<file path="config.mk">
export PLATFORM = sky130hd
export DESIGN_NAME = dmkt_queue
export DESIGN_NICKNAME = d
export VERILOG_FILES = /design/src/sv/dmkt_pkg.sv /design/src/sv/dmkt_queue.sv
export SDC_FILE = /design/constraint.sdc
export NUM_CORES = 1
export LEC_CHECK = 0
export ABC_AREA = 1
export BUFFER_PORTS_ARGS = -buffer_cell sky130_fd_sc_hd__buf_2
export CAP_MARGIN = 20
export CELL_PAD_IN_SITES_DETAIL_PLACEMENT = 1
export CELL_PAD_IN_SITES_GLOBAL_PLACEMENT = 2
export CORE_MARGIN = 2
export CORE_UTILIZATION = 35
export DETAILED_ROUTE_END_ITERATION = 8
export GPL_ROUTABILITY_DRIVEN = 0
export GPL_TIMING_DRIVEN = 0
export PLACE_DENSITY = 0.87
export SKIP_LAST_GASP = 1
export SYNTH_ARGS = -nofsm -noshare
export SYNTH_HDL_FRONTEND = slang
export SYNTH_SLANG_ARGS = --single-unit
</file>
<file path="constraint.sdc">
create_clock -name clk -period 2.5 [get_ports clk]
set_clock_uncertainty 0.15 [all_clocks]
set_input_delay 0 -clock clk [delete_from_list [all_inputs] [get_ports clk]]
set_output_delay 0 -clock clk [all_outputs]
set_load 0.03 [all_outputs]
</file>
<file path="src/sv/dmkt_pkg.sv">
package dmkt_pkg;

  localparam int KeyW         = 31;
  localparam int PayW         = 64;
  localparam int SizeW        = 11;
  localparam int ModeW        = 2;
  localparam int SlotsDefault = 1024;
  localparam int QDepth       = 2;
  localparam int PaddrW       = 3;
  localparam int DataW        = 32;

  // The remainder unit works on the key widened to a whole number of steps.
  localparam int DivW          = KeyW + 1;
  localparam int StepsPerCycle = 8;
  localparam int DivCycles     = DivW / StepsPerCycle;

  localparam logic [SizeW-1:0] TableSizeReset = 11'd1024;

  localparam logic [ModeW-1:0] MODE_RETRIEVE = 2'd0;
  localparam logic [ModeW-1:0] MODE_INSERT   = 2'd1;
  localparam logic [ModeW-1:0] MODE_DELETE   = 2'd2;
  localparam logic [ModeW-1:0] MODE_UPDATE   = 2'd3;

  typedef struct packed {
    logic [ModeW-1:0] mode;
    logic [KeyW-1:0]  key;
    logic [KeyW-1:0]  new_key;
    logic [PayW-1:0]  payload;
  } item_t;

  // Number of slots actually in use: zero acts as one, and the size is
  // clipped to the physical table.
  function automatic logic [SizeW-1:0] eff_size(input logic [SizeW-1:0] ts,
                                                input int slots);
    logic [SizeW-1:0] s;
    s = ts;
    if (ts == '0) begin
      s = SizeW'(1);
    end else if (int'(ts) > slots) begin
      s = SizeW'(slots);
    end
    return s;
  endfunction

endpackage

</file>
<file path="src/sv/dmkt_queue.sv">
module dmkt_queue #(
  parameter int WIDTH = 8
) (
  input  logic             clk,
  input  logic             rst,
  input  logic             push,
  input  logic [WIDTH-1:0] push_data,
  output logic             full,
  input  logic             pop,
  output logic [WIDTH-1:0] pop_data,
  output logic             empty
);

  localparam int PW = $clog2(dmkt_pkg::QDepth);
  localparam int CW = $clog2(dmkt_pkg::QDepth + 1);

  logic [WIDTH-1:0] entries [dmkt_pkg::QDepth];
  logic [PW-1:0]    wr_ptr;
  logic [PW-1:0]    rd_ptr;
  logic [CW-1:0]    count;
  logic             do_push;
  logic             do_pop;

  assign full     = (count == CW'(dmkt_pkg::QDepth));
  assign empty    = (count == '0);
  assign do_push  = push && !full;
  assign do_pop   = pop && !empty;
  assign pop_data = entries[rd_ptr];

  always_ff @(posedge clk) begin
    if (rst) begin
      wr_ptr <= '0;
      rd_ptr <= '0;
      count  <= '0;
    end else begin
      if (do_push) begin
        wr_ptr <= (wr_ptr == PW'(dmkt_pkg::QDepth - 1)) ? '0 : wr_ptr + PW'(1);
      end
      if (do_pop) begin
        rd_ptr <= (rd_ptr == PW'(dmkt_pkg::QDepth - 1)) ? '0 : rd_ptr + PW'(1);
      end
      if (do_push && !do_pop) begin
        count <= count + CW'(1);
      end else if (do_pop && !do_push) begin
        count <= count - CW'(1);
      end
    end
  end

  always_ff @(posedge clk) begin
    if (do_push) begin
      entries[wr_ptr] <= push_data;
    end
  end

endmodule

</file>
Yosys cells after proc, flatten, opt, wreduce, memory -nomap -nowiden
Memories as Yosys holds them, arrays and structs flattened. A register that Yosys moved wholly into a read port is not among the register bits.
Cells that the tools add are included.
{ "word_totals": {"mem_count": 1, "ff_bits": 4, "latch_bits": 0, "elab_cells": 27, "mem_bits_ro": 0, "ram_bits": 16} }
{ "classes": {"mux": 8, "reduce_logical": 10, "n_eq_ne": 1, "div_mod_pow": 0, "addsub": 4, "shift": 0, "n_bitwise": 0, "n_mul": 0, "order_cmp": 0} }
{ "mem_list": {"columns": ["name", "words", "word_bits", "rd", "rd_ports_with_merged_regs", "write_ports", "line", "text"], "rows": [
  ["entries", 2, 8, 1, 1, 1, "dmkt_queue.sv:17", "logic [WIDTH-1:0] entries [dmkt_pkg::QDepth];"]
]} }
{ "ops": {"columns": ["op", "count"], "rows": [
  ["2-to-1 mux 1 bit", 6],
  ["logical AND 1 bit", 4],
  ["zero test 1 bit", 4],
  ["2-to-1 mux 2 bit", 2],
  ["adder 1 bit, second input constant", 2],
  ["adder 2 x 1 -> 2 bit, second input constant", 1],
  ["== test 2 bit, second input constant", 1],
  ["zero test 2 bit", 1],
  ["nonzero test 2 bit", 1],
  ["subtractor 2 x 1 -> 2 bit, second input constant", 1]
]} }

Logic depth before layout (Yosys ltp)
{ "depth": {"depth_word": 7, "depth_mapped": 10, "mapped_depth_nobuf": 10} }

Least setup slack after synthesis
Ideal clock, no wire load.
{ "synth_path": {"path_kind": "reg-to-reg", "start": "reg count[0]", "end": "mem entries[1][0], enable pin", "t_arrival_ps": 951, "setup_ps": 370, "path_buffers": 0, "required_ps": 1980, "stages_incl_launch_ff": 3, "path_slack_ps": 1029, "synth_period_minus_slack_ps": 1471, "cell_sequence": "dfxtp_1 -> o21ai_2 -> nor2_1"} }
{ "synth_via": {"elab_chain_cells": 5} }
{ "synth_lines": {"columns": ["item", "line", "text"], "rows": [
  ["start: declaration", "dmkt_queue.sv:20", "logic [CW-1:0] count;"],
  ["start signal: assignment", "dmkt_queue.sv:43", "count <= count + CW'(1);"],
  ["start signal: assignment", "dmkt_queue.sv:45", "count <= count - CW'(1);"],
  ["== test 2 bit", "dmkt_queue.sv:24", "assign full = (count == CW'(dmkt_pkg::QDepth));"],
  ["zero test 1 bit", "dmkt_queue.sv:26", "assign do_push = push && !full;"],
  ["logical AND 1 bit", "dmkt_queue.sv:26", null],
  ["2-to-1 mux 1 bit", "dmkt_queue.sv:51", "if (do_push) begin"],
  ["2-to-1 mux 1 bit (not written as such)", "dmkt_queue.sv:52", "entries[wr_ptr] <= push_data;"],
  ["end: declaration", "dmkt_queue.sv:17", null]
]} }
Every way passes these cells.

Worst setup path in the final report
{ "layout_path": {"start": "reg count[0]", "end": "mem entries[0][4], enable pin"} }
Same word-level chain as after synthesis.

==> metrics.yaml <==
yosysMostFrequentCell: "edfxtp_1"
fp.dieH_um: 52.6
setup_tns_ns: 0
clk_transition_reported_paths_ns: 0.11
syn_to_final_growth_pct: 33.4
track_usage_pct: 12.5
clockBufferDepth: 2
post_cts_resized: 0
post-route-util_pct: 49.5
critPathLaunchType: "register"
die_w_um: 52.6
ioPinCount: 22
via_count: 562
row_count: 17
viasPerCell: 4.46
root_buffer: "clkbuf_4"
cap_viol_max_count: 0
p_leak_uw: 0.000457
start_util_pct: 37.1
post-route-min-period_ns: 1.72
cp_top_family: "simple AND/OR/NAND/NOR gates"
cts_buffers: 3
drc_errors: 0
final-max-slew-violation-count: 0
synth.distinct_cells: 16
synth_top_area_share_pct: 58.0
tightest_slew_ns: 0.699
run_status: "finished, final reports clean"
grt_max_degree: 12
grt_antenna_before_repair: 0
cts_tree: "yes"
setup_viol: 0
grt_pass1_wl_mm: 2.35
io_buffers: 21
synth_edf_count: 16
cp_max_fo: 8
clkLatencyLatePin_ns: 0.29
ys_warn_count: 0
syn-num-nets: 75
drive_above_1_share_pct: 38.8
grt_overflow: 0
setup.worst_path.end_class: "register"
ir_drop_mv: 0.486
r2r_slack_ns: 0.78
dp_hpwl_mm: 1.06
power_uw: 1040
cp.arrival_ns: 1.50
final_nets: 112
synthTopCellsByCount: "edfxtp_1, nor2_1, mux2_2"
hold_viol_final: 0
seq_area_frac_synth_pct: 70.1
yosys.area.top_type: "edfxtp_1"
max_freq_ghz: 0.583
route.antenna.remaining_nets: 0
h-tree-depth: 1
netlist_area_um2: 828
whs_ns: 0.274
coreArea_um2: 2230
crit_type: "reg -> reg"
async_reset_ff_share_pct: 0
crit_required_ns: 2.29
synth_seq_cells: 21
yosys_most_used_dff: "edfxtp_1"
hold_class: "in -> reg"
initialDrtViolationCount: 0
crit_buf_inv: 0
max_slew_margin_pct: 53.2
slowest_delay_ns: 0.55
n_antenna_cell: 0
die-area_um2: 2770
post_drt_wl_per_cell_um: 11.6
first_pass_iters: 1
cp_slowest_cell: "nor2_1"
fin_crit_sh_pct: 68.6
syn_inst: 62
crit_chain: "o21ai_2 > nor2_1"
syn-mean-instance-area_um2: 13.4
cts.sinks: 21
grt_pass1_vias: 567
rsz0062_at_grt: "false"
wl_mm: 1.46
synth_area_leaders: "edfxtp_1, dfxtp_1, mux2_2"
pwr_density_cell_nw_per_um2: 939
-- report_power, final --
part / leakage, µW / total (µW) / internal (µW) / switching [µW]
clock: 0.0000150 / 155 / 62.0 / 92.6
combinational: 0.000251 / 399 / 147 / 252
sequential: 0.000191 / 484 / 446 / 38.3
total: 0.000457 / 1040 / 655 / 382
-- per-layer routing --
layer	vias up	routed length [µm]	global-route usage (%)	part of all wire (%)
li1	283	-	-	-
met1	263	611	12.4	42
met2	14	758	22.1	52
met3	2	66	2.57	4.5
met4	0	26	10.3	1.8
met5	-	0	0	0
-- area by class of cell --
cell class	count	area (µm²)
Inverter	9	33.8
Tap cell	28	35.0
Timing Repair Buffer	32	215
Fill cell	252	1130
Buffer	1	5.00
Sequential cell	21	581
Clock buffer	4	26.3
Multi-Input combinational cell	31	209
-- kinds of logic after synthesis --
family | after synthesis | share of synthesized area [%]
AO/OA/AOI/OAI | 6 | 4.53
adder cells (fa/ha/maj) | 1 | 1.51
buffers and inverters | 10 | 4.68
flip-flops | 21 | 70.1
multiplexers | 8 | 10.9
AND/OR/NAND/NOR | 16 | 8.31
-- timing repair --
action | 4_1_cts | 5_1_grt
setup buffers | 0 | 0
endpoints found under the setup margin | 0 | 0
endpoints found under the hold margin | 21 | 0
hold buffers | 11 | 0
-- metrics by stage --
stage                     instances  setup slack [ns]  cell area, µm²
after global placement          111             0.804             968
after floorplan                  62              1.03             828
after detailed placement        111             0.741             968
after global routing            126             0.658            1100
final                           126             0.785            1100
after CTS                       126             0.737            1100
-- layout by cell type (no fill, tap or decap) --
cell / Yosys / final
dlygate4sd3_1: 0 / 11
clkbuf_1: 0 / 1
edfxtp_1: 16 / 16
inv_2: 2 / 2
inv_1: 7 / 7
and2_4: 1 / 1
o21ai_0: 2 / 2
nand3_1: 1 / 1
o21ai_2: 2 / 2
o21ai_1: 1 / 1
nand4_1: 1 / 1
nand2_1: 4 / 4
clkbuf_4: 0 / 3
dfxtp_1: 5 / 5
nor2_1: 9 / 9
mux2_2: 8 / 8
a21oi_1: 1 / 1
buf_2: 1 / 22
ha_1: 1 / 1
-- worst reg2reg max path: cells and delay by family (launching register included) --
kind	cells	cell delay, ns
AO/OA/AOI/OAI	1	0.14
flip-flops	1	0.51
AND/OR/NAND/NOR	1	0.56
-- path summary, 6_finish.rpt --
path / from / to / depth (start not counted)
max: count[0]$_SDFFE_PP0P_ / entries[0][4]$_DFFE_PP_ / 2
min: push_data[3] / entries[1][3]$_DFFE_PP_ / 2
max reg2reg: count[0]$_SDFFE_PP0P_ / entries[0][4]$_DFFE_PP_ / 2
min reg2reg: wr_ptr$_SDFFE_PP0N_ / wr_ptr$_SDFFE_PP0N_ / 2
-- registers in the layout, summed over array words and instances, names as in the netlist, named ones only --
name	flops
count	2
entries	16
rd_ptr	1
wr_ptr	1
Note: power is estimated with default switching activity, not from simulation.
