**config.mk**
```make
export PLATFORM = sky130hd
export DESIGN_NAME = dmkt_front
export DESIGN_NICKNAME = d
export VERILOG_FILES = /design/src/sv/dmkt_pkg.sv /design/src/sv/dmkt_front.sv
export SDC_FILE = /design/constraint.sdc
export NUM_CORES = 1
export LEC_CHECK = 0
export BUFFER_PORTS_ARGS = -buffer_cell sky130_fd_sc_hd__buf_4
export CAP_MARGIN = 0
export CORE_ASPECT_RATIO = 0.9
export CORE_MARGIN = 2
export CORE_UTILIZATION = 55
export CTS_CLUSTER_DIAMETER = 60
export DETAILED_ROUTE_END_ITERATION = 8
export GPL_ROUTABILITY_DRIVEN = 0
export PLACE_DENSITY = 0.87
export SYNTH_ARGS = -nofsm -noshare
export SYNTH_HDL_FRONTEND = slang
export SYNTH_SLANG_ARGS = --single-unit
```
**constraint.sdc**
```tcl
create_clock -name clk -period 26 [get_ports clk]
set_input_delay 1.3 -clock clk [delete_from_list [all_inputs] [get_ports clk]]
set_output_delay 1.3 -clock clk [all_outputs]
set_load 0.02 [all_outputs]
```
**src/sv/dmkt_pkg.sv**
```systemverilog
package dmkt_pkg;

  localparam int KeyW         = 31;
  localparam int PayW         = 64;
  localparam int SizeW        = 11;
  localparam int ModeW        = 2;
  localparam int SlotsDefault = 1024;
  localparam int QDepth       = 2;
  localparam int PaddrW       = 3;
  localparam int DataW        = 32;

  // The remainder unit works on the key widened to a whole number of steps.
  localparam int DivW          = KeyW + 1;
  localparam int StepsPerCycle = 8;
  localparam int DivCycles     = DivW / StepsPerCycle;

  localparam logic [SizeW-1:0] TableSizeReset = 11'd1024;

  localparam logic [ModeW-1:0] MODE_RETRIEVE = 2'd0;
  localparam logic [ModeW-1:0] MODE_INSERT   = 2'd1;
  localparam logic [ModeW-1:0] MODE_DELETE   = 2'd2;
  localparam logic [ModeW-1:0] MODE_UPDATE   = 2'd3;

  typedef struct packed {
    logic [ModeW-1:0] mode;
    logic [KeyW-1:0]  key;
    logic [KeyW-1:0]  new_key;
    logic [PayW-1:0]  payload;
  } item_t;

  // Number of slots actually in use: zero acts as one, and the size is
  // clipped to the physical table.
  function automatic logic [SizeW-1:0] eff_size(input logic [SizeW-1:0] ts,
                                                input int slots);
    logic [SizeW-1:0] s;
    s = ts;
    if (ts == '0) begin
      s = SizeW'(1);
    end else if (int'(ts) > slots) begin
      s = SizeW'(slots);
    end
    return s;
  endfunction

endpackage

```
**src/sv/dmkt_front.sv**
```systemverilog
module dmkt_front #(
  parameter int SLOTS = dmkt_pkg::SlotsDefault
) (
  input  logic                            clk,
  input  logic                            rst,
  input  logic                            hold,
  input  logic                            in_valid,
  output logic                            in_stall,
  input  dmkt_pkg::item_t                 item_in,
  input  logic [dmkt_pkg::SizeW-1:0]      table_size,
  output logic                            push,
  input  logic                            q_full,
  output dmkt_pkg::item_t                 push_item,
  output logic [$clog2(SLOTS)-1:0]        push_slot,
  output logic [$clog2(SLOTS)-1:0]        push_new_slot
);

  localparam int IW    = $clog2(SLOTS);
  localparam int SizeW = dmkt_pkg::SizeW;
  localparam int DivW  = dmkt_pkg::DivW;
  localparam int CntW  = $clog2(dmkt_pkg::DivCycles);

  localparam logic [1:0] F_IDLE = 2'd0;
  localparam logic [1:0] F_DIV  = 2'd1;
  localparam logic [1:0] F_PUSH = 2'd2;

  // One restoring step: shift in the next dividend bit, subtract if it fits.
  function automatic logic [SizeW-1:0] rem_step(input logic [SizeW-1:0] r,
                                                input logic b,
                                                input logic [SizeW-1:0] d);
    logic [SizeW:0] t;
    t = {r, b};
    if (t >= {1'b0, d}) begin
      t = t - {1'b0, d};
    end
    return t[SizeW-1:0];
  endfunction

  logic [1:0]       state;
  logic [CntW-1:0]  step_cnt;
  dmkt_pkg::item_t  item;
  logic [DivW-1:0]  div_k;
  logic [DivW-1:0]  div_n;
  logic [SizeW-1:0] rem_k;
  logic [SizeW-1:0] rem_n;
  logic [SizeW-1:0] divisor;
  logic [SizeW-1:0] rem_k_next;
  logic [SizeW-1:0] rem_n_next;
  logic             last_step;
  logic             done_push;
  logic             accept;

  always_comb begin
    rem_k_next = rem_k;
    rem_n_next = rem_n;
    for (int i = 0; i < dmkt_pkg::StepsPerCycle; i++) begin
      rem_k_next = rem_step(rem_k_next, div_k[DivW-1-i], divisor);
      rem_n_next = rem_step(rem_n_next, div_n[DivW-1-i], divisor);
    end
  end

  assign last_step = (state == F_DIV) && (step_cnt == CntW'(dmkt_pkg::DivCycles - 1));
  assign done_push = last_step && !q_full;
  assign push      = done_push || ((state == F_PUSH) && !q_full);
  assign in_stall  = hold || !((state == F_IDLE) || done_push);
  assign accept    = in_valid && !in_stall;

  assign push_item     = item;
  assign push_slot     = (state == F_DIV) ? IW'(rem_k_next) : IW'(rem_k);
  assign push_new_slot = (state == F_DIV) ? IW'(rem_n_next) : IW'(rem_n);

  always_ff @(posedge clk) begin
    if (rst) begin
      state    <= F_IDLE;
      step_cnt <= '0;
    end else begin
      unique case (state)
        F_IDLE: begin
          if (accept) begin
            state    <= F_DIV;
            step_cnt <= '0;
          end
        end
        F_DIV: begin
          if (!last_step) begin
            step_cnt <= step_cnt + CntW'(1);
          end else if (q_full) begin
            state <= F_PUSH;
          end else if (accept) begin
            step_cnt <= '0;
          end else begin
            state <= F_IDLE;
          end
        end
        F_PUSH: begin
          if (!q_full) begin
            state <= F_IDLE;
          end
        end
        default: begin
          state <= F_IDLE;
        end
      endcase
    end
  end

  always_ff @(posedge clk) begin
    if (state == F_DIV) begin
      rem_k <= rem_k_next;
      rem_n <= rem_n_next;
      div_k <= div_k << dmkt_pkg::StepsPerCycle;
      div_n <= div_n << dmkt_pkg::StepsPerCycle;
    end
    if (accept) begin
      item    <= item_in;
      div_k   <= {1'b0, item_in.key};
      div_n   <= {1'b0, item_in.new_key};
      rem_k   <= '0;
      rem_n   <= '0;
      divisor <= dmkt_pkg::eff_size(table_size, SLOTS);
    end
  end

endmodule

```
## Yosys cells after proc, flatten, opt, wreduce, memory -nomap -nowiden

Index checks and enable logic that the tools add are counted.

- Input port bits: 144
- Register bits: 229
- Word-level logic and storage cells: 106
- Output and inout bits: 150

- Mux-type cells: 33
- Reduce and logical (&&, ||, !) cells: 17
- Order comparisons: 17
- Add/subtract/negate cells: 17
- Eq/ne operators: 8

Operators with widths:

| operator | number |
|---|---|
| 12-bit by 11-bit greater-or-equal comparator with 1-bit output | 16 |
| 11-bit two-way mux | 17 |
| 11-bit subtractor | 16 |
| 31-bit two-way mux | 4 |
| 10-bit two-way mux | 2 |
| 2-bit two-way mux | 8 |
| 11-bit greater-than comparator (second input constant) | 1 |
| 11-bit logical NOT | 1 |
| 2-bit inequality test (second input constant) | 3 |
| 3-bit inequality test (second input constant) | 2 |
| 2-bit case mux with 3 select lines | 1 |
| 2-bit equality test (second input constant) | 2 |
| 1-bit logical AND | 4 |
| 2-bit case mux with 2 select lines | 1 |
| 4-bit AND reduction | 1 |
| 2-bit nonzero test | 2 |
| 1-bit logical NOT | 3 |
| 1-bit logical OR | 3 |
| 2-bit by 1-bit adder with 2-bit output (second input constant) | 1 |
| 2-bit by 1-bit equality test with 1-bit output (second input constant) | 1 |
| 2-bit logical NOT | 1 |
| 2-bit AND reduction | 1 |
| 2-bit OR reduction | 1 |

## Logic depth before layout (Yosys ltp)

Gate-level depths: netlist (run 1).

- Word-level depth: 17
- Mapped depth: 100
- Mapped depth without buffers: 97

## Worst setup path before layout (run 1)

Ideal clock, no wire load.

- Kind: reg2out
- Start: reg divisor[1]
- End: out push_slot[0]
- Path slack: 4.446 ns
- Arrival: 20.254 ns
- Cell stages (with the launch flop): 93
- Required time: 24.700 ns
- Buffers on the path: 3
- Cell sequence: edfxtp_1 inv_1 ha_1 nor2b_1 o2111ai_1 nand4_1 a221oi_1 xnor2_1 mux2_2 ha_1 nand2_1 nor3_1 a21o_1 a21oi_1 a21boi_1 mux2_2 ha_1 a21o_1 (+57 left out) nor2_1 buf_2 mux2_2 ha_1 nor2b_1 o21ai_0 a21boi_0 o21ai_0 a21boi_0 o21ai_0 a21boi_0 o21ai_0 nand2b_1 a211o_1 nor3_1 mux2_2 mux2_2 a21oi_1

- Longest elaborated chain between the ends: 17
- Elaborated cells on any way between the ends: 24
- Classes of those cells: add/sub (7); order compare (8); mux (9)

RTL lines:

| item | line | source |
|---|---|---|
| start, declared | dmkt_front.sv:46 | `logic [SizeW-1:0] divisor;` |
| start signal, assigned | dmkt_front.sv:120 | `divisor <= dmkt_pkg::eff_size(table_size, SLOTS);` |
| 11-bit subtractor / 12-bit by 11-bit greater-or-equal comparator with 1-bit output (equally long branches) | dmkt_front.sv:34, dmkt_front.sv:33 |  |
| 11-bit two-way mux | dmkt_front.sv:33 | `if (t >= {1'b0, d}) begin` |
| 11-bit subtractor / 12-bit by 11-bit greater-or-equal comparator with 1-bit output (equally long branches) | dmkt_front.sv:34, dmkt_front.sv:33 |  |
| 11-bit two-way mux | dmkt_front.sv:33 |  |
| 11-bit subtractor / 12-bit by 11-bit greater-or-equal comparator with 1-bit output (equally long branches) | dmkt_front.sv:34, dmkt_front.sv:33 |  |
| 11-bit two-way mux | dmkt_front.sv:33 |  |
| 11-bit subtractor / 12-bit by 11-bit greater-or-equal comparator with 1-bit output (equally long branches) | dmkt_front.sv:34, dmkt_front.sv:33 |  |
| 11-bit two-way mux | dmkt_front.sv:33 |  |
| 11-bit subtractor / 12-bit by 11-bit greater-or-equal comparator with 1-bit output (equally long branches) | dmkt_front.sv:34, dmkt_front.sv:33 |  |
| 11-bit two-way mux | dmkt_front.sv:33 |  |
| 11-bit subtractor / 12-bit by 11-bit greater-or-equal comparator with 1-bit output (equally long branches) | dmkt_front.sv:34, dmkt_front.sv:33 |  |
| 11-bit two-way mux | dmkt_front.sv:33 |  |
| 11-bit subtractor / 12-bit by 11-bit greater-or-equal comparator with 1-bit output (equally long branches) | dmkt_front.sv:34, dmkt_front.sv:33 |  |
| 11-bit two-way mux | dmkt_front.sv:33 |  |
| 12-bit by 11-bit greater-or-equal comparator with 1-bit output * | dmkt_front.sv:33 |  |
| 11-bit two-way mux * | dmkt_front.sv:33 |  |
| 10-bit two-way mux * | dmkt_front.sv:69 | `assign push_slot = (state == F_DIV) ? IW'(rem_k_next) : IW'(rem_k);` |
| end, declared | dmkt_front.sv:14 | `output logic [$clog2(SLOTS)-1:0] push_slot,` |

Every way passes the cells marked *; elsewhere a longest branch is shown, timed or not.

## Final worst setup path (run 1)

- Start: reg divisor[5]
- End: out push_slot[6]

- Longest elaborated chain between the ends: 17
- Elaborated cells on any way between the ends: 25
- Classes of those cells: add/sub (8); order compare (8); mux (9)

RTL lines:

| item | line |
|---|---|
| 11-bit subtractor / 12-bit by 11-bit greater-or-equal comparator with 1-bit output (equally long branches) | dmkt_front.sv:34, dmkt_front.sv:33 |
| 11-bit two-way mux | dmkt_front.sv:33 |
| 11-bit subtractor / 12-bit by 11-bit greater-or-equal comparator with 1-bit output (equally long branches) | dmkt_front.sv:34, dmkt_front.sv:33 |
| 11-bit two-way mux | dmkt_front.sv:33 |
| 11-bit subtractor / 12-bit by 11-bit greater-or-equal comparator with 1-bit output (equally long branches) | dmkt_front.sv:34, dmkt_front.sv:33 |
| 11-bit two-way mux | dmkt_front.sv:33 |
| 11-bit subtractor / 12-bit by 11-bit greater-or-equal comparator with 1-bit output (equally long branches) | dmkt_front.sv:34, dmkt_front.sv:33 |
| 11-bit two-way mux | dmkt_front.sv:33 |
| 11-bit subtractor / 12-bit by 11-bit greater-or-equal comparator with 1-bit output (equally long branches) | dmkt_front.sv:34, dmkt_front.sv:33 |
| 11-bit two-way mux | dmkt_front.sv:33 |
| 11-bit subtractor / 12-bit by 11-bit greater-or-equal comparator with 1-bit output (equally long branches) | dmkt_front.sv:34, dmkt_front.sv:33 |
| 11-bit two-way mux | dmkt_front.sv:33 |
| 12-bit by 11-bit greater-or-equal comparator with 1-bit output / 11-bit subtractor (equally long branches) | dmkt_front.sv:33, dmkt_front.sv:34 |
| 11-bit two-way mux | dmkt_front.sv:33 |
| 11-bit subtractor / 12-bit by 11-bit greater-or-equal comparator with 1-bit output (equally long branches) | dmkt_front.sv:34, dmkt_front.sv:33 |
| 11-bit two-way mux * | dmkt_front.sv:33 |
| 10-bit two-way mux * | dmkt_front.sv:69 |

Marks and branches as above.

==> key figures, run 1 <==
Layout
  – Share of post-route cells with drive strength above 1: 0.2060
  – Area grow syn2layout: 20.21%
  – Flip-flop and latch area: 0.006596 mm^2
  – Final non-filler cell total: 2672
  – Fill cells: 2294
  – Core Util, Final: 0.6656
  – Layout net count: 2565
  – Multi-input logic area: 0.01093 mm^2

Critical path
  – Most frequent cell on the critical path: a21oi_1
  – Reg-to-reg setup timing slack: 3250 ps
  – Setup CP Type: flop to primary output
  – Worst setup SP type: flop
  – Nature of the critical path endpoint: primary output
  – Worst path slowest cell: or4_1
  – Critical Path Max Stage Delay: 540 ps
  – Arr. time, crit path: 23270 ps
  – Worst r2r src: divisor[0]
  – Worst-path maximum fanout: 19
  – Critical R2R Capture: rem_n[9]
  – Worst r2r path cells: 82
  – Worst EP required: 24700 ps

Global route
  – First-pass GRT wire length: 88840 um
  – Largest net degree at the start of global routing: 115
  – Vias in the first global route: 16.44k
  – Grt ovf: 0
  – All-Layer GR Usage: 0.3278
  – Initial antenna violation count: 2

STA
  – Clk_skew: 21.24 ps
  – Relative slew slack: 0.3271
  – Fin crit period: 24570 ps
  – Max Fclk: 0.04069 GHz
  – Max-slew violations: 0
  – TNS Setup: 0 ps
  – Endpoints failing hold: 0
  – Final setup fails: 0
  – Worst slew pin tran: 1009 ps
  – Tcrit/Tclk final: 0.9451

Route
  – DRC errors left: 0
  – Post-route ant nets: 0
  – Initial DRC count: 1800
  – Number of vias per cell: 6.380
  – Drt total wl: 58780 um
  – First drt pass iteration count: 7
  – DR WL/cell: 22.00 um
  – Vias post-DR: 17.05k

CTS
  – Clock Pin Slew Worst Setup and Hold Paths: 60 ps
  – Clk_lat worst skew: 540 ps
  – # hold bufs at CTS: 0
  – CTS tree: built
  – Clk sinks: 229
  – Num CTS Buffers: 27
  – CTS Root Cell: clkbuf_16
  – Worst-case clock buffer depth: 3
  – H-tree levels: 1

Job
  – Max-cap violations: 0

Worst hold path
  – Hold endpoint: div_k[31]
  – Hold path startpoint: div_k[31]
  – Hold Crit Class: flop to flop
  – Hold Path Depth: 2

Yosys
  – Biggest area consumer among synthesized cells: edfxtp_1
  – Synthesized area: 0.01811 mm^2
  – Number of library cell types mapped by synthesis: 96
  – Synth async-reset ratio: 0
  – Sequential fraction of the synthesis area: 0.3642
  – Synth Area per Inst: 9.390 um^2
  – Top_reg_cell synth: edfxtp_1
  – Top-count cell post-synth: nand2_1
  – Area share of the largest cell type after synthesis: 0.3332
  – Post-Syn Nets: 2266
  – Number of flops mapped to enable cells by yosys: 201
  – #FFs+latches synth: 229
  – Top post-synthesis cells by count: nand2_1, edfxtp_1, ha_1
  – Synth warn: 0
  – Synth area leaders: edfxtp_1, ha_1, nand2_1
  – Syn Inst Count: 1929

Floorplan
  – Die Wd: 195.3 um
  – I/O Pins: 294
  – Die area: 0.03440 mm^2
  – Die Y: 176.2 um
  – Starting Density: 0.5537
  – Row count: 63
  – Core ar.: 0.03271 mm^2

Placement
  – Placed insts: 2618
  – Port Buffers: 293
  – DPL Wire Length: 43460 um

Run status
  – Status: completed
layout make-up:
| type | instances | area share |
|---|---|---|
| Multi-Input combinational cell | 1543 | 0.5019 |
| Antenna cell | 2 | 0.0002299 |
| Sequential cell | 229 | 0.3030 |
| Clock buffer | 31 | 0.03172 |
| Tap cell | 422 | 0.02425 |
| Clock inverter | 18 | 0.01103 |
| Timing Repair Buffer | 313 | 0.1079 |
| Inverter | 114 | 0.02000 |
kinds of logic (layout without fill, tap and decap cells):
group | count (synthesis) | count (layout) | share of synthesized area
mux | 87 | 87 | 0.05216
buf+inv | 157 | 476 | 0.03516
simple gates | 647 | 647 | 0.1672
other cells | 0 | 2 | 0
fa+ha+maj | 193 | 193 | 0.1400
flops | 229 | 229 | 0.3642
compound gates | 517 | 517 | 0.1935
xor+xnor | 99 | 99 | 0.04787
per-stage QoR:
stage	hold slack [ps]	worst slack [ps]	area (um^2)
after floorplan	449.7	4446	18110
after global placement	470.3	2763	20780
after detailed placement	475.1	1498	20780
after CTS	507.2	794.0	21710
after global routing	538.7	-38.58	21770
final	508.8	1426	21770
critical path, delay by kind of cell (launching register included):
kind / cells / cell delay, ps
flip-flops: 1 / 360
multiplexers: 5 / 1630
AO/OA/AOI/OAI: 60 / 13270
adder cells (fa/ha/maj): 8 / 3360
buffers and inverters: 3 / 740
AND/OR/NAND/NOR: 16 / 3360
worst max-delay path by stage:
stage                     startpoint  slack (ps)  cells past startpoint      endpoint
after floorplan           divisor[1]        4450                     92  push_slot[0]
after global routing      divisor[5]         -40                     92  push_slot[6]
after detailed placement  divisor[1]        1500                     90  push_slot[6]
after CTS                 divisor[1]         790                     90  push_slot[6]
after global placement    divisor[1]        2760                     90  push_slot[4]
final                     divisor[5]        1430                     92  push_slot[6]
state kept, by name (all words and copies together), names as in the netlist:
name,flops
push_item,128
div_k,32
div_n,32
divisor,11
rem_k,11
rem_n,11
state,2
step_cnt,2
what timing repair did:
action / in CTS / in global routing
gates resized for setup: 0 / 9
setup endpoints to repair: 0 / 10
buffers inserted: 0 / 3
layer usage:
layer | global-route usage | part of all wire | vias to the layer above
met5 | 0 | 0 | -
li1 | - | - | 7749
met4 | 0.1991 | 0.070 | 0
met1 | 0.3926 | 0.36 | 8027
met3 | 0.06399 | 0.10 | 251
met2 | 0.5499 | 0.46 | 1020
cell usage in the layout (no fill, tap or decap), types with 51 or more instances in the layout:
cell and instances:
nor2_1 146, a21oi_1 126, o21ai_0 120, mux2_2 51, nand2_1 241, edfxtp_1 201, ha_1 177, buf_4 313
inv_1 112, xnor2_1 58
Power of run 1 is not shown: default switching activity piles up to over one toggle a cycle in this logic, so the estimate is an artifact.
==> run 2, diff against run 1 <==
BUFFER_PORTS_ARGS = unset   (was -buffer_cell sky130_fd_sc_hd__buf_4)
DONT_BUFFER_PORTS = 1   (was unset)
PLACE_DENSITY = 0.79   (was 0.87)
clock period = 27.7 ns   (was 26 ns; I/O delays follow)
==> run 2 against run 1 <==
Routed wire length shrank 12%. Non-clock buffer count fell by 297. Sequential cell count is the same. Sequential share of layout area up 3.7 points. Highest routed layer is now met5. Via count decreased by 11%. First-iteration DRC count decreased by 3.6%. Clock skew is 3.8 ps lower. Core utilization is 7.3 points lower. Register-to-register slack improved by 330 ps.
==> key figures, run 2 (synthesized netlist as in run 1, its figures left out) <==
Route
  – Post-route ant nets: 0
  – Initial DRC count: 1735
  – First drt pass iteration count: 5
  – DR WL/cell: 21.81 um
  – Vias post-DR: 15.24k
  – DRC errors left: 0
  – Drt total wl: 51670 um
  – Number of vias per cell: 6.433

Layout
  – Fill cells: 2667
  – Core Util, Final: 0.5928
  – Layout net count: 2266
  – Post-Layout Inst Area: 0.01939 mm^2
  – Share of post-route cells with drive strength above 1: 0.08273
  – Most frequent cells in the layout: nand2_1, edfxtp_1, ha_1, nor2_1, a21oi_1
  – Most common cell after layout, fill and taps aside: nand2_1
  – Max reg flops: 128
  – Area grow syn2layout: 7.067%

Critical path
  – Worst-path maximum fanout: 19
  – Most frequent cell on the critical path: a21oi_1
  – Reg-to-reg setup timing slack: 3580 ps
  – Critical R2R Capture: rem_k[9]
  – Nature of the critical path endpoint: primary output
  – CP top delay family: compound AO/OA/AOI/OAI gates
  – Worst r2r src: divisor[5]
  – Worst setup SP type: flop
  – Critical Path Max Stage Delay: 520 ps
  – WP buf/inv: 2
  – Setup CP Type: flop to primary output
  – Worst path slowest cell: a21boi_1
  – Arr. time, crit path: 24400 ps
  – Worst r2r path cells: 90
  – Worst EP required: 26310 ps

STA
  – RSZ-0062 raised after global routing: false
  – Final setup fails: 0
  – Endpoints failing hold: 0
  – Tcrit/Tclk final: 0.9309
  – Max-slew violations: 0
  – TNS Setup: 0 ps
  – Fin crit period: 25790 ps
  – Worst hold slack: 480.5 ps
  – Worst slew pin tran: 1024 ps
  – Max Fclk: 0.03878 GHz
  – Relative slew slack: 0.3133
  – Clk_skew: 17.46 ps

CTS
  – H-tree levels: 1
  – Worst-case clock buffer depth: 3
  – Clock Pin Slew Worst Setup and Hold Paths: 70 ps
  – Num CTS Buffers: 25
  – # hold bufs at CTS: 0
  – Setup repair bufs after CTS: 0
  – CTS tree: built
  – Clk sinks: 229
  – Clk_lat worst skew: 530 ps
  – CTS Root Cell: clkbuf_16

Global route
  – First-pass GRT wire length: 78830 um
  – Largest net degree at the start of global routing: 124
  – Vias in the first global route: 14.35k
  – All-Layer GR Usage: 0.2912
  – Grt ovf: 0
  – Initial antenna violation count: 2

Floorplan
  – Die area: 0.03440 mm^2
  – Core ar.: 0.03271 mm^2
  – I/O Pins: 294
  – Die Wd: 195.3 um
  – Row count: 63
  – Starting Density: 0.5537
  – Die Y: 176.2 um

Worst hold path
  – Hold endpoint: div_k[31]
  – Hold path startpoint: div_k[31]
  – Hold Crit Class: flop to flop
  – Hold Path Depth: 2

Placement
  – Port Buffers: 0
  – Placed cell area: 0.01858 mm^2
  – DPL Wire Length: 39710 um

Job
  – Max-cap violations: 0

Run status
  – Status: completed
## run 2: worst max path at each step
| stage | start | to | slack (ps) | cells past startpoint |
|---|---|---|---|---|
| 5_1_grt | divisor[5] | push_slot[0] | 140 | 92 |
| 6_report | divisor[5] | push_slot[0] | 1910 | 90 |
| 2_1_floorplan | divisor[1] | push_slot[0] | 6060 | 92 |
| 3_5_place_dp | divisor[5] | push_slot[4] | 2360 | 90 |
| 3_3_place_gp | divisor[5] | push_slot[4] | 3060 | 92 |
| 4_1_cts | divisor[5] | push_slot[4] | 1660 | 90 |
## run 2: tightest hold or removal path, cell delays in order (launching register included)
cell and delay (ps):
dfxtp_1 320, nand2_1 60, a21oi_1 50
## run 2: timing repair
action                                  4_1_cts  5_1_grt
resized for setup                             0        3
endpoints found under the setup margin        0        9
hold endpoints to repair                      0        0
## run 2: stage by stage
step                worst slack, ps  instances
floorplan                      6061       1929
global placement               3061       2324
detailed placement             2362       2324
CTS                            1655       2368
global route                  143.1       2369
finish                         1915       2369
## run 2: final cells by class
cell class,instances,area (um^2),share of cell area
Timing Repair Buffer,16,120.1,0.006194
Multi-Input combinational cell,1543,10910,0.5628
Clock buffer,26,629.4,0.03245
Sequential cell,229,6596,0.3402
Clock inverter,18,166.4,0.008581
Tap cell,422,528.0,0.02723
Antenna cell,1,2.502,0.0001290
Inverter,114,435.4,0.02245
## run 2: layer usage
metal,global-route usage,up-vias,wire (um)
met5,0,-,13
met4,0.1361,2,2721
met3,0.06819,179,5190
met2,0.4830,808,23780
met1,0.3618,7105,19970
li1,-,7145,-
Power of run 2 is left out for the same reason.
==> run 3, diff against run 2 <==
CORE_ASPECT_RATIO = 1.5   (was 0.9)
==> run 3 against run 2 <==
Final cell count shrank 0.25%. Routed wire length grew 3.9%. Worst hold slack gained 11 ps. Critical path type unchanged. Sequential share of layout area grew 0.062 points. Non-clock buffer count grew 2. Core utilization grew 0.22 points. Clock-buffer cell count shrank 2. Maximum frequency shrank 1.1%. Critical path depth grew 2. Die area is essentially flat.
==> key figures, run 3 (synthesized netlist as in run 1, its figures left out) <==
Run status
  – Status: completed

Critical path
  – Setup CP Type: flop to primary output
  – Worst EP required: 26310 ps
  – Worst setup SP type: flop
  – Nature of the critical path endpoint: primary output
  – Worst path slowest cell: nor2_2
  – Critical Path Max Stage Delay: 540 ps
  – WP buf/inv: 2
  – Arr. time, crit path: 24690 ps
  – CP top delay family: compound AO/OA/AOI/OAI gates
  – Worst-path maximum fanout: 19
  – Most frequent cell on the critical path: a21oi_1

CTS
  – Setup repair bufs after CTS: 0
  – H-tree levels: 1
  – Worst-case clock buffer depth: 3
  – Clock Pin Slew Worst Setup and Hold Paths: 70 ps
  – Num CTS Buffers: 22
  – Clk sinks: 229
  – Clk_lat worst skew: 540 ps
  – CTS tree: built
  – CTS Root Cell: clkbuf_16

Route
  – Initial DRC count: 1111
  – Drt total wl: 53710 um
  – Post-route ant nets: 0
  – Number of vias per cell: 6.506
  – First drt pass iteration count: 7
  – DR WL/cell: 22.73 um
  – DRC errors left: 0
  – Vias post-DR: 15.37k

STA
  – Clk_skew: 13.64 ps
  – Endpoints failing hold: 0
  – Fin crit period: 26080 ps
  – Max-slew violations: 0
  – Final setup fails: 0
  – Max Fclk: 0.03834 GHz
  – TNS Setup: 0 ps
  – Relative slew slack: 0.4305
  – Worst slew pin tran: 854.3 ps
  – RSZ-0062 raised after global routing: false
  – Tcrit/Tclk final: 0.9415

Worst hold path
  – Hold Crit Class: flop to flop

Layout
  – Area grow syn2layout: 6.873%
  – Share of post-route cells with drive strength above 1: 0.08179
  – Most frequent cells in the layout: nand2_1, edfxtp_1, ha_1, nor2_1, a21oi_1
  – Layout net count: 2265
  – Max reg flops: 128
  – Most common cell after layout, fill and taps aside: nand2_1

Floorplan
  – Core ar.: 0.03253 mm^2
  – Die Wd: 152.2 um
  – Die Y: 226.3 um
  – Row count: 81
  – Starting Density: 0.5567
  – I/O Pins: 294
  – Die area: 0.03443 mm^2

Global route
  – Initial antenna violation count: 2
  – Vias in the first global route: 15.19k
  – All-Layer GR Usage: 0.2984
  – Largest net degree at the start of global routing: 126
  – First-pass GRT wire length: 80680 um
  – Grt ovf: 0

Job
  – Max-cap violations: 0

Placement
  – DPL Wire Length: 40670 um
  – Port Buffers: 0
==> run 3: final timing paths <==
path                            startpoint            to  slack, ps  cells past startpoint
worst max-delay path            divisor[5]  push_slot[0]       1620                     92
worst min-delay path             div_k[31]     div_k[31]        490                      2
worst max register to register  divisor[5]      rem_k[8]       3600                     92
worst min register to register   div_k[31]     div_k[31]        490                      2
==> run 3: worst register-to-register path, delay by kind of cell, from the launching register on <==
kind / cells / cell delay, ps
AND/OR/NAND/NOR: 16 / 4040
AO/OA/AOI/OAI: 62 / 14200
flip-flops: 1 / 370
adder cells (fa/ha/maj): 8 / 3360
multiplexers: 4 / 1480
buffers and inverters: 2 / 490
==> run 3: through the flow <==
step	setup WS (ps)	std cells	cell area, um^2	hold slack [ps]	utilization
floorplan	6061	1929	18110	449.7	-
global placement	2967	2319	18590	470.3	0.5714
detailed placement	2649	2319	18590	481.2	0.5714
CTS	1924	2359	19340	491.4	0.5946
global route	183.0	2359	19350	514.8	0.5947
finish	1620	2363	19360	491.2	0.5950
==> run 3: area by class of cell <==
cell class                      instances  area (um^2)
Fill cell                            2716        13180
Multi-Input combinational cell       1543        10900
Sequential cell                       229         6596
Clock buffer                           24        579.3
Tap cell                              415        519.2
Inverter                              114        435.4
Clock inverter                         16        177.7
Timing Repair Buffer                   18        135.1
Antenna cell                            4        10.01
==> run 3: layer usage <==
metal | up-vias | GRT usage | wire length, um
met4 | 0 | 0.1721 | 3487
met5 | - | 0 | 0
met2 | 789 | 0.5187 | 25630
met3 | 217 | 0.07626 | 5496
met1 | 7247 | 0.3322 | 19090
li1 | 7120 | - | -
==> run 3: timing repair <==
action | in CTS | in global routing
gates resized for setup | 0 | 1
hold buffers | 0 | 0
setup endpoints to repair | 0 | 2
Power of run 3 is left out for the same reason.
